===== config.mk =====
export PLATFORM = sky130hd
export DESIGN_NAME = bit_slicer_sync_packer
export DESIGN_NICKNAME = d
export VERILOG_FILES = /design/src/bsp_pkg.sv /design/src/bsp_core.sv /design/src/bit_slicer_sync_packer.sv
export SDC_FILE = /design/constraint.sdc
export NUM_CORES = 1
export LEC_CHECK = 0
export BUFFER_PORTS_ARGS = -buffer_cell sky130_fd_sc_hd__buf_4
export CORE_AREA = 8 8 128 83
export CTS_CLUSTER_DIAMETER = 50
export DETAILED_ROUTE_END_ITERATION = 8
export DIE_AREA = 0 0 136 91
export PLACE_DENSITY = 0.67
export SYNTH_ARGS = -nofsm -noshare
export SYNTH_HDL_FRONTEND = slang
export SYNTH_SLANG_ARGS = --single-unit

===== constraint.sdc =====
create_clock -name clk -period 2.1 [get_ports clk]
set_clock_uncertainty 0.05 [all_clocks]
set_input_delay 0.42 -clock clk [delete_from_list [all_inputs] [get_ports clk]]
set_output_delay 0.42 -clock clk [all_outputs]
set_load 0.02 [all_outputs]

===== src/bsp_pkg.sv =====
// Shared constants, register indexes, types and the sync pattern function for the bit slicer / sync packer.
// No dependencies.
`default_nettype none

package bsp_pkg;

  // Bits per packed word (8..16).
  localparam int WORD_BITS = 16;

  localparam int SAMPLE_W = 16;
  localparam int OUT_W    = 16;
  localparam int HIST_W   = 16;
  localparam int FILL_W   = 4;
  localparam int CFG_W    = 16;

  // Highest bit position of a word, which is also the fill count of the last bit.
  localparam logic [FILL_W-1:0] TOP_POS = FILL_W'(WORD_BITS - 1);

  localparam logic [HIST_W-1:0] SYNC_RESET = 16'hFACE;

  // Configuration register indexes.
  localparam logic REG_HUNT_EN   = 1'b0;
  localparam logic REG_SYNC_WORD = 1'b1;

  // What one processed bit produces.
  typedef struct packed {
    logic             emit;
    logic [OUT_W-1:0] word;
  } bsp_res_t;

  // Pattern as seen in the history: byte-swapped for words wider than 8 bits.
  function automatic logic [HIST_W-1:0] cmp_pattern(input logic [HIST_W-1:0] p);
    logic [HIST_W-1:0] r;
    if (WORD_BITS > 8) begin
      r = {p[7:0], p[15:8]};
    end else begin
      r = p;
    end
    return r;
  endfunction

endpackage

`default_nettype wire


===== src/bsp_core.sv =====
// Slicer, sync hunt and word packer state; one bit per step.
// Depends on bsp_pkg.
`default_nettype none

module bsp_core
  import bsp_pkg::*;
(
  input  wire logic                       clk,
  input  wire logic                       rst_n,
  input  wire logic                       step,
  input  wire logic signed [SAMPLE_W-1:0] sample,
  input  wire logic                       hunt_en,
  input  wire logic [HIST_W-1:0]          sync_word,
  output bsp_res_t                        res
);

  logic              locked_r, locked_nxt;
  logic [HIST_W-1:0] hist_r, hist_nxt;
  logic [OUT_W-1:0]  partial_r, partial_nxt;
  logic [FILL_W-1:0] fill_r, fill_nxt;

  logic              bit_val;
  logic              hunting;
  logic              last;
  logic [HIST_W-1:0] hist_shift;
  logic [FILL_W-1:0] pos;
  logic [OUT_W-1:0]  word_set;

  // greater than zero: nonzero with sign clear
  assign bit_val    = ~sample[SAMPLE_W-1] & (|sample);
  assign hunting    = ~locked_r & hunt_en;
  assign hist_shift = {hist_r[HIST_W-2:0], bit_val};
  assign pos        = TOP_POS - fill_r;
  assign last       = (fill_r == TOP_POS);

  always_comb begin
    word_set = partial_r;
    word_set[pos] = partial_r[pos] | bit_val;
  end

  assign res.emit = ~hunting & last;
  assign res.word = word_set;

  always_comb begin
    locked_nxt  = locked_r;
    hist_nxt    = hist_r;
    partial_nxt = partial_r;
    fill_nxt    = fill_r;
    if (step) begin
      if (hunting) begin
        hist_nxt = hist_shift;
        // lock bit goes to history only
        if (hist_shift == cmp_pattern(sync_word)) begin
          locked_nxt = 1'b1;
        end
      end else if (last) begin
        partial_nxt = '0;
        fill_nxt    = '0;
      end else begin
        partial_nxt = word_set;
        fill_nxt    = fill_r + 1'b1;
      end
    end
  end

  always_ff @(posedge clk) begin
    if (!rst_n) begin
      locked_r  <= 1'b0;
      hist_r    <= '0;
      partial_r <= '0;
      fill_r    <= '0;
    end else begin
      locked_r  <= locked_nxt;
      hist_r    <= hist_nxt;
      partial_r <= partial_nxt;
      fill_r    <= fill_nxt;
    end
  end

endmodule

`default_nettype wire


===== src/bit_slicer_sync_packer.sv =====
// out_valid rises from the result register, loaded when the input register retires the
// sample that completes a word (input reg feeds result reg).
// Throughput: one sample per cycle; the input register stalls only when a word must
// go out while the result register is full and stalled.
// A result appears only for the sample that completes a word.
// Reset (rst_n low, synchronous): unlocked, history and partial word cleared,
// sync hunt enabled, sync word 0xFACE, both pipeline registers empty.
// Depends on bsp_pkg and bsp_core.
`default_nettype none

module bit_slicer_sync_packer
  import bsp_pkg::*;
(
  input  wire logic                       clk,
  input  wire logic                       rst_n,
  // sample channel
  input  wire logic                       in_valid,
  output      logic                       in_stall,
  input  wire logic signed [SAMPLE_W-1:0] in_sample,
  // packed word channel
  output      logic                       out_valid,
  input  wire logic                       out_stall,
  output      logic [OUT_W-1:0]           out_packed_word,
  // configuration writes
  input  wire logic                       cfg_we,
  input  wire logic                       cfg_index,
  input  wire logic [CFG_W-1:0]           cfg_data
);

  // Configuration registers
  logic              hunt_en_r;
  logic [HIST_W-1:0] sync_word_r;

  always_ff @(posedge clk) begin
    if (!rst_n) begin
      hunt_en_r   <= 1'b1;
      sync_word_r <= SYNC_RESET;
    end else if (cfg_we) begin
      case (cfg_index)
        REG_HUNT_EN:   hunt_en_r   <= cfg_data[0];
        REG_SYNC_WORD: sync_word_r <= cfg_data[HIST_W-1:0];
        default: ;
      endcase
    end
  end

  // Input register stage
  logic                       s1_valid_r, s1_valid_nxt;
  logic signed [SAMPLE_W-1:0] s1_sample_r;
  logic                       s1_go;
  logic                       in_xfer;
  bsp_res_t                   res;

  // Result register
  logic             out_valid_r, out_valid_nxt;
  logic [OUT_W-1:0] out_word_r;

  // Stage 1 retires its bit unless that bit completes a word and the result
  // register cannot take it this cycle.
  assign s1_go    = s1_valid_r & (~res.emit | ~out_valid_r | ~out_stall);
  assign in_stall = s1_valid_r & ~s1_go;
  assign in_xfer  = in_valid & ~in_stall;

  always_comb begin
    s1_valid_nxt = s1_valid_r;
    if (in_xfer) begin
      s1_valid_nxt = 1'b1;
    end else if (s1_go) begin
      s1_valid_nxt = 1'b0;
    end
  end

  always_comb begin
    out_valid_nxt = out_valid_r;
    if (s1_go && res.emit) begin
      out_valid_nxt = 1'b1;
    end else if (!out_stall) begin
      out_valid_nxt = 1'b0;
    end
  end

  always_ff @(posedge clk) begin
    if (!rst_n) begin
      s1_valid_r  <= 1'b0;
      out_valid_r <= 1'b0;
    end else begin
      s1_valid_r  <= s1_valid_nxt;
      out_valid_r <= out_valid_nxt;
    end
  end

  always_ff @(posedge clk) begin
    if (in_xfer) begin
      s1_sample_r <= in_sample;
    end
    if (s1_go && res.emit) begin
      out_word_r <= res.word;
    end
  end

  bsp_core u_core (
    .clk       (clk),
    .rst_n     (rst_n),
    .step      (s1_go),
    .sample    (s1_sample_r),
    .hunt_en   (hunt_en_r),
    .sync_word (sync_word_r),
    .res       (res)
  );

  assign out_valid       = out_valid_r;
  assign out_packed_word = out_word_r;

  // Stall only comes from a full, stalled result register
  a_stall_cause: assert property (@(posedge clk) disable iff (!rst_n)
    in_stall |-> (s1_valid_r && out_valid_r && out_stall))
    else $error("input stalled without a blocked result");

  // A completed word always lands in the result register
  a_emit_lands: assert property (@(posedge clk) disable iff (!rst_n)
    (s1_go && res.emit) |=> (out_valid_r && out_word_r == $past(res.word)))
    else $error("completed word not registered");

  // A held stage-1 sample is not overwritten
  a_s1_hold: assert property (@(posedge clk) disable iff (!rst_n)
    (s1_valid_r && !s1_go) |=> (s1_valid_r && $stable(s1_sample_r)))
    else $error("stage 1 sample lost");

endmodule

`default_nettype wire

==> flow_metrics.py, run 1 <==
metrics = {
    "sta": {
        "timing.final.crit_share_pct": 99.9,
        "hold_slack_ps": 206,
        "rsz0062_at_grt": "true",
        "clock.fmax_mhz": 477,
        "finalHoldViolations": 0,
        "finalSetupViolCount": 0,
        "max_slew_margin_pct": 58.2,
        "setup_ws_ps": 1.87,
        "tightest_slew_ps": 625,
        "layout_min_cycle_time_ps": 2100,
        "drv_slew": 0,
    },
    "grt": {
        "grt_util_all_layers_pct": 15.3,
        "antenna_found_initial": 0,
        "first_global_vias": 3041,
        "grt_pass1_wl_um": 15100,
        "gr-total-overflow": 0,
        "grt_max_degree": 31,
    },
    "clocking": {
        "clk_latency_ps": 340,
        "cts_tree": "done",
        "hold_buffers": 0,
        "htreeDepth": 3,
        "cts_sinks": 87,
        "cts_root_buf": "clkbuf_16",
        "clk_pin_slew_worst_paths_ps": 60,
        "cts.path.max_buffers": 2,
        "numCtsBuffers": 9,
    },
    "layout": {
        "fin_nets": 512,
        "syn2layout_area_growth_pct": 28.9,
        "n_fill_cell": 807,
        "final_util_pct": 56.0,
        "final_area_um2": 4920,
        "antennaDiodeCount": 0,
        "drive_gt1_share_pct": 26.3,
    },
    "routing": {
        "wl_um": 9330,
        "vias": 3141,
        "drt_iter0_drc": 289,
        "post_drt_wl_per_cell_um": 15.8,
        "drcViolationCount": 0,
        "drtAntennaViolNets": 0,
        "first_pass_iters": 5,
        "viasPerCell": 5.31,
    },
    "floorplan": {
        "ioPinCount": 56,
        "rows": 27,
        "die_area_um2": 12400,
        "core_um2": 8780,
        "initial_core_util_pct": 43.5,
        "die_y_um": 91,
        "die_w_um": 136,
    },
    "place": {
        "io_buffer_count": 55,
        "post-place-ws_ps": -133,
        "hpwl_um": 6550,
        "placed_area_um2": 4450,
        "place_congestion": 0.897,
    },
    "yosys": {
        "synthFlopType": "dfxtp_1",
        "synth_top_cell_area_share_pct": 28.8,
        "yosysTopAreaCell": "dfxtp_1",
        "syn_nets": 443,
        "synth_area_um2": 3820,
        "ys_warn_count": 0,
        "synth_edf_count": 32,
        "synth-seq-cells": 87,
        "synthDistinctLibCells": 34,
        "synth.most_common_cell": "nand2_1",
        "async_flop_share_pct": 0,
        "synth_commonest_cells": "99 x nand2_1, 55 x dfxtp_1, 32 x edfxtp_1",
        "syn_avg_cell_area_um2": 9.52,
        "synth_cells": 401,
        "synthTopCellsByArea": "dfxtp_1 29%, edfxtp_1 25%, nand2_1 9.7%",
        "yosysSeqAreaShare_pct": 54.0,
    },
    "run": {
        "drv_cap": 0,
    },
    "power_and_ir_drop": {
        "power.density_nw_per_um2": 734,
        "vdd_drop_max_mv": 0.392,
        "p_leak_nw": 1.77,
    },
    "critical_path": {
        "path_max_fanout": 7,
        "critPathKind": "reg2reg",
        "r2r_start": "u_core.fill_r[3]$_SDFFE_PN0P_",
        "end_kind": "register",
        "startpoint": "u_core.fill_r[3]$_SDFFE_PN0P_",
        "required_ps": 2130,
        "cp-start-kind": "register",
        "arrival_ps": 2130,
    },
    "outcome": {
        "status": "finished, final reports clean",
    },
    "hold_path": {
        "hp-class": "in2reg",
        "hp-start": "in_sample[3]",
    },
}
[logic make-up (layout without fill, tap and decap cells)]
family	Yosys count	count (layout)	synth area share, %
and+or+nand+nor	172	172	20.3
adders and majority gates	4	4	1.31
buffers and inverters	33	107	3.64
AOI/OAI and AO/OA	80	80	13.1
xor gates and xnor gates	17	17	3.90
DFF	87	87	54.0
muxes	8	8	3.74
[power breakdown]
| part | internal (mW) | leakage [nW] | switching (mW) |
|---|---|---|---|
| Combinational | 0.123 | 0.883 | 0.114 |
| Sequential | 1.79 | 0.742 | 0.0289 |
| Clock | 0.907 | 0.148 | 0.646 |
[critical path: stages, from the launching register on]
cell	delay [ps]
dfxtp_4	380
mux4_2	510
and3_4	160
a311oi_2	290
a21boi_4	340
o21ai_1	110
[flip-flops by register name (all words and copies together), names as in the netlist]
name,cells
hunt_en_r,1
out_valid,1
out_packed_word,16
u_core.locked_r,1
u_core.partial_r,16
s1_sample_r,16
s1_valid_r,1
u_core.hist_r,15
u_core.fill_r,4
sync_word_r,16
[metal layers]
metal  GRT usage [%]  vias up  share of wire, %
met5               0        -                 0
met2            20.6       85                42
li1                -     1542                 -
met1            22.1     1504                50
met3            4.68       10               7.1
met4            6.19        0               1.2
[timing repair]
action | in CTS | in global routing
gates cloned | 0 | 0
resized for setup | 11 | 28
pin swaps | 1 | 9
buffers inserted | 5 | 1
setup endpoints to repair | 21 | 30
[final cells by class]
class | instances | area, µm² | share of cell area, %
Sequential cell | 87 | 2070 | 42.0
Multi-Input combinational cell | 281 | 1720 | 35.0
Timing Repair Buffer | 83 | 662 | 13.5
Clock buffer | 12 | 268 | 5.44
Tap cell | 116 | 145 | 2.95
Inverter | 8 | 30.0 | 0.610
Clock inverter | 4 | 25.0 | 0.509
[through the flow]
step / instances / setup TNS, ps / total power, mW
final: 591 / 0 / 3.61
after global routing: 591 / -700 / 3.74
after CTS: 590 / 0 / 3.63
after detailed placement: 569 / -1520 / 2.07
after global placement: 569 / -39.8 / 2.06
after floorplan: 401 / 0 / 1.97
[worst paths after layout]
path | endpoint | slack, ps | cells after the start
min reg2reg | u_core.partial_r[0]$_SDFFE_PN0P_ | 420 | 2
max reg2reg | out_packed_word[5]$_DFFE_PP_ | 2 | 5
max | out_packed_word[5]$_DFFE_PP_ | 2 | 5
min | s1_sample_r[3]$_DFFE_PP_ | 210 | 1
[cells in the final DEF (no fill, tap or decap), types with 2 or more instances in the layout]
master	synthesis	final
inv_1	8	8
o21ai_1	5	9
o21ai_2	0	4
edfxtp_1	32	32
mux2i_1	3	3
xnor2_1	17	17
o22ai_2	0	2
nand3_1	30	29
buf_4	2	75
nand2_1	99	99
clkinv_2	0	2
mux4_2	5	5
and3_1	4	3
nor2b_1	8	5
ha_1	4	3
nor2_1	7	6
a31oi_1	3	3
a21boi_0	22	22
a21oi_1	18	18
nand4_1	8	8
nor4_2	0	3
nor2b_4	0	2
clkbuf_16	0	10
o21ai_0	14	6
nor3_1	2	2
dfxtp_1	55	53
o22ai_1	12	10
and2_1	6	6
buf_6	1	7
No activity file was read; power rests on OpenSTA's default activity.
==> run 2, diff against run 1 <==
--- a/config.mk
+++ b/config.mk
@@ -6,10 +6,11 @@
 export NUM_CORES = 1
 export LEC_CHECK = 0
 export BUFFER_PORTS_ARGS = -buffer_cell sky130_fd_sc_hd__buf_4
-export CORE_AREA = 8 8 128 83
+export CORE_AREA = 2 2 122 77
 export CTS_CLUSTER_DIAMETER = 50
 export DETAILED_ROUTE_END_ITERATION = 8
-export DIE_AREA = 0 0 136 91
+export DIE_AREA = 0 0 124 79
+export HOLD_SLACK_MARGIN = 0.05
 export PLACE_DENSITY = 0.67
 export SYNTH_ARGS = -nofsm -noshare
 export SYNTH_HDL_FRONTEND = slang
==> run 2 against run 1 <==
Effect of this change:
- the flow now finishes with violations (negative setup slack)
- non-clock buffer count down 1
- flip-flop and latch count unchanged
- die area down 21%
- sequential share of layout area down 0.10 points
- maximum frequency down 0.99%
- worst setup slack worse by 21 ps
==> flow_metrics.py, run 2 (synthesis results as in run 1) <==
metrics = {
    "outcome": {
        "status": "finished with violations",
        "violations": "negative setup slack",
    },
    "sta": {
        "clock.fmax_mhz": 472,
        "finalHoldViolations": 0,
        "finalSetupViolCount": 3,
        "tightest_slew_ps": 618,
        "max_slew_margin_pct": 58.7,
        "setup_ws_ps": -19.1,
        "hold_slack_ps": 203,
        "rsz0062_at_grt": "true",
        "timing.final.crit_share_pct": 101,
        "layout_min_cycle_time_ps": 2120,
        "drv_slew": 0,
    },
    "layout": {
        "antennaDiodeCount": 0,
        "drive_gt1_share_pct": 26.6,
        "fin_nets": 511,
        "syn2layout_area_growth_pct": 29.4,
        "n_fill_cell": 783,
        "most-common-layout-cells": "99 x nand2_1, 77 x buf_4, 52 x dfxtp_1, 32 x edfxtp_1, 29 x nand3_1",
        "final_common_cell": "nand2_1",
    },
    "floorplan": {
        "die_y_um": 79,
        "die_area_um2": 9800,
        "ioPinCount": 56,
        "initial_core_util_pct": 43.5,
        "rows": 27,
        "die_w_um": 124,
        "core_um2": 8780,
    },
    "clocking": {
        "cts.path.max_buffers": 2,
        "cts_root_buf": "clkbuf_16",
        "cts_sinks": 87,
        "htreeDepth": 3,
        "clk_pin_slew_worst_paths_ps": 60,
        "clk_latency_ps": 340,
        "numCtsBuffers": 9,
        "hold_buffers": 0,
        "cts_tree": "done",
    },
    "grt": {
        "gr-total-overflow": 0,
        "grt_util_all_layers_pct": 20.1,
        "first_global_vias": 2914,
        "antenna_found_initial": 0,
        "grt_max_degree": 30,
        "grt_pass1_wl_um": 14800,
    },
    "power_and_ir_drop": {
        "vdd_drop_max_mv": 0.399,
        "netSwitchingPower_mw": 0.796,
        "power.density_nw_per_um2": 757,
        "swShare_pct": 21.3,
        "p_total_mw": 3.74,
        "sequentialPowerShare_pct": 48.6,
        "comb_power_share_pct": 6.2,
        "internal-power_mw": 2.94,
        "clock_power_share_pct": 45.1,
        "p_leak_nw": 1.75,
    },
    "routing": {
        "wl_um": 9360,
        "drtAntennaViolNets": 0,
        "vias": 3153,
        "drcViolationCount": 0,
        "first_pass_iters": 4,
        "drt_iter0_drc": 351,
        "viasPerCell": 5.34,
        "post_drt_wl_per_cell_um": 15.9,
    },
    "critical_path": {
        "required_ps": 2140,
        "critPathKind": "reg2reg",
        "end_kind": "register",
        "path_max_fanout": 6,
        "arrival_ps": 2160,
        "cp-start-kind": "register",
        "r2r_slack_ps": -20,
        "r2r_start": "u_core.fill_r[3]$_SDFFE_PN0P_",
        "startpoint": "u_core.fill_r[3]$_SDFFE_PN0P_",
    },
    "hold_path": {
        "hp-class": "in2reg",
        "hp-start": "in_sample[15]",
    },
    "place": {
        "place_congestion": 0.915,
        "io_buffer_count": 55,
        "hpwl_um": 6320,
    },
    "run": {
        "drv_cap": 0,
    },
}
run 2: per-layer routing:
layer	vias to the layer above	track usage [%]	part of all wire [%]
met5	-	0	0
met4	0	8.09	1.6
met3	17	5.24	7.0
met2	117	27.4	42
met1	1485	29.9	49
li1	1534	-	-
run 2: worst paths after layout:
check	end	cells after the start
setup / recovery	out_packed_word[4]$_DFFE_PP_	6
hold / removal	s1_sample_r[15]$_DFFE_PP_	1
setup reg to reg	out_packed_word[4]$_DFFE_PP_	6
hold reg to reg	u_core.partial_r[11]$_SDFFE_PN0P_	2
run 2: cell type report:
type	instances	area, µm²	share of cell area [%]
tap	116	145	2.94
sequential	87	2070	41.9
multi-input combinational	281	1730	35.0
timing repair buffer	82	652	13.2
clock buffer	10	229	4.63
inverter	8	30.0	0.608
clock inverter	6	85.1	1.72
run 2: stage by stage:
stage	std cells	worst slack, ps	instance area, µm²	utilization (%)	setup TNS, ps
2_1_floorplan	401	33.8	3820	-	0
3_3_place_gp	569	-28.7	4460	50.8	-98.3
3_5_place_dp	569	-99.6	4460	50.8	-999
4_1_cts	589	8.99	4850	55.2	0
5_1_grt	590	-79.5	4940	56.3	-1220
6_report	590	-19.1	4940	56.3	-21.9
run 2: power by group through the flow:
| stage | Clock [mW] | Sequential [mW] | Combinational [mW] |
|---|---|---|---|
| after floorplan | 0 | 1.85 | 0.121 |
| after global placement | 0 | 1.85 | 0.206 |
| after detailed placement | 0 | 1.85 | 0.212 |
| after CTS | 1.73 | 1.82 | 0.224 |
| after global routing | 1.80 | 1.82 | 0.257 |
| final | 1.69 | 1.82 | 0.233 |
run 2: worst max-delay path, cell delays in order (launching register included):
cell      delay [ps]
dfxtp_4          370
buf_6            100
mux4_2           530
a311oi_4         340
buf_4            200
nor2b_2          170
a31oi_1          100
run 2: timing repair:
item                                    4_1_cts  5_1_grt
pin swaps                                     1        9
endpoints found under the setup margin       21       31
hold endpoints to repair                      0        0
setup buffers                                 4        1
gates resized for setup                      10       21
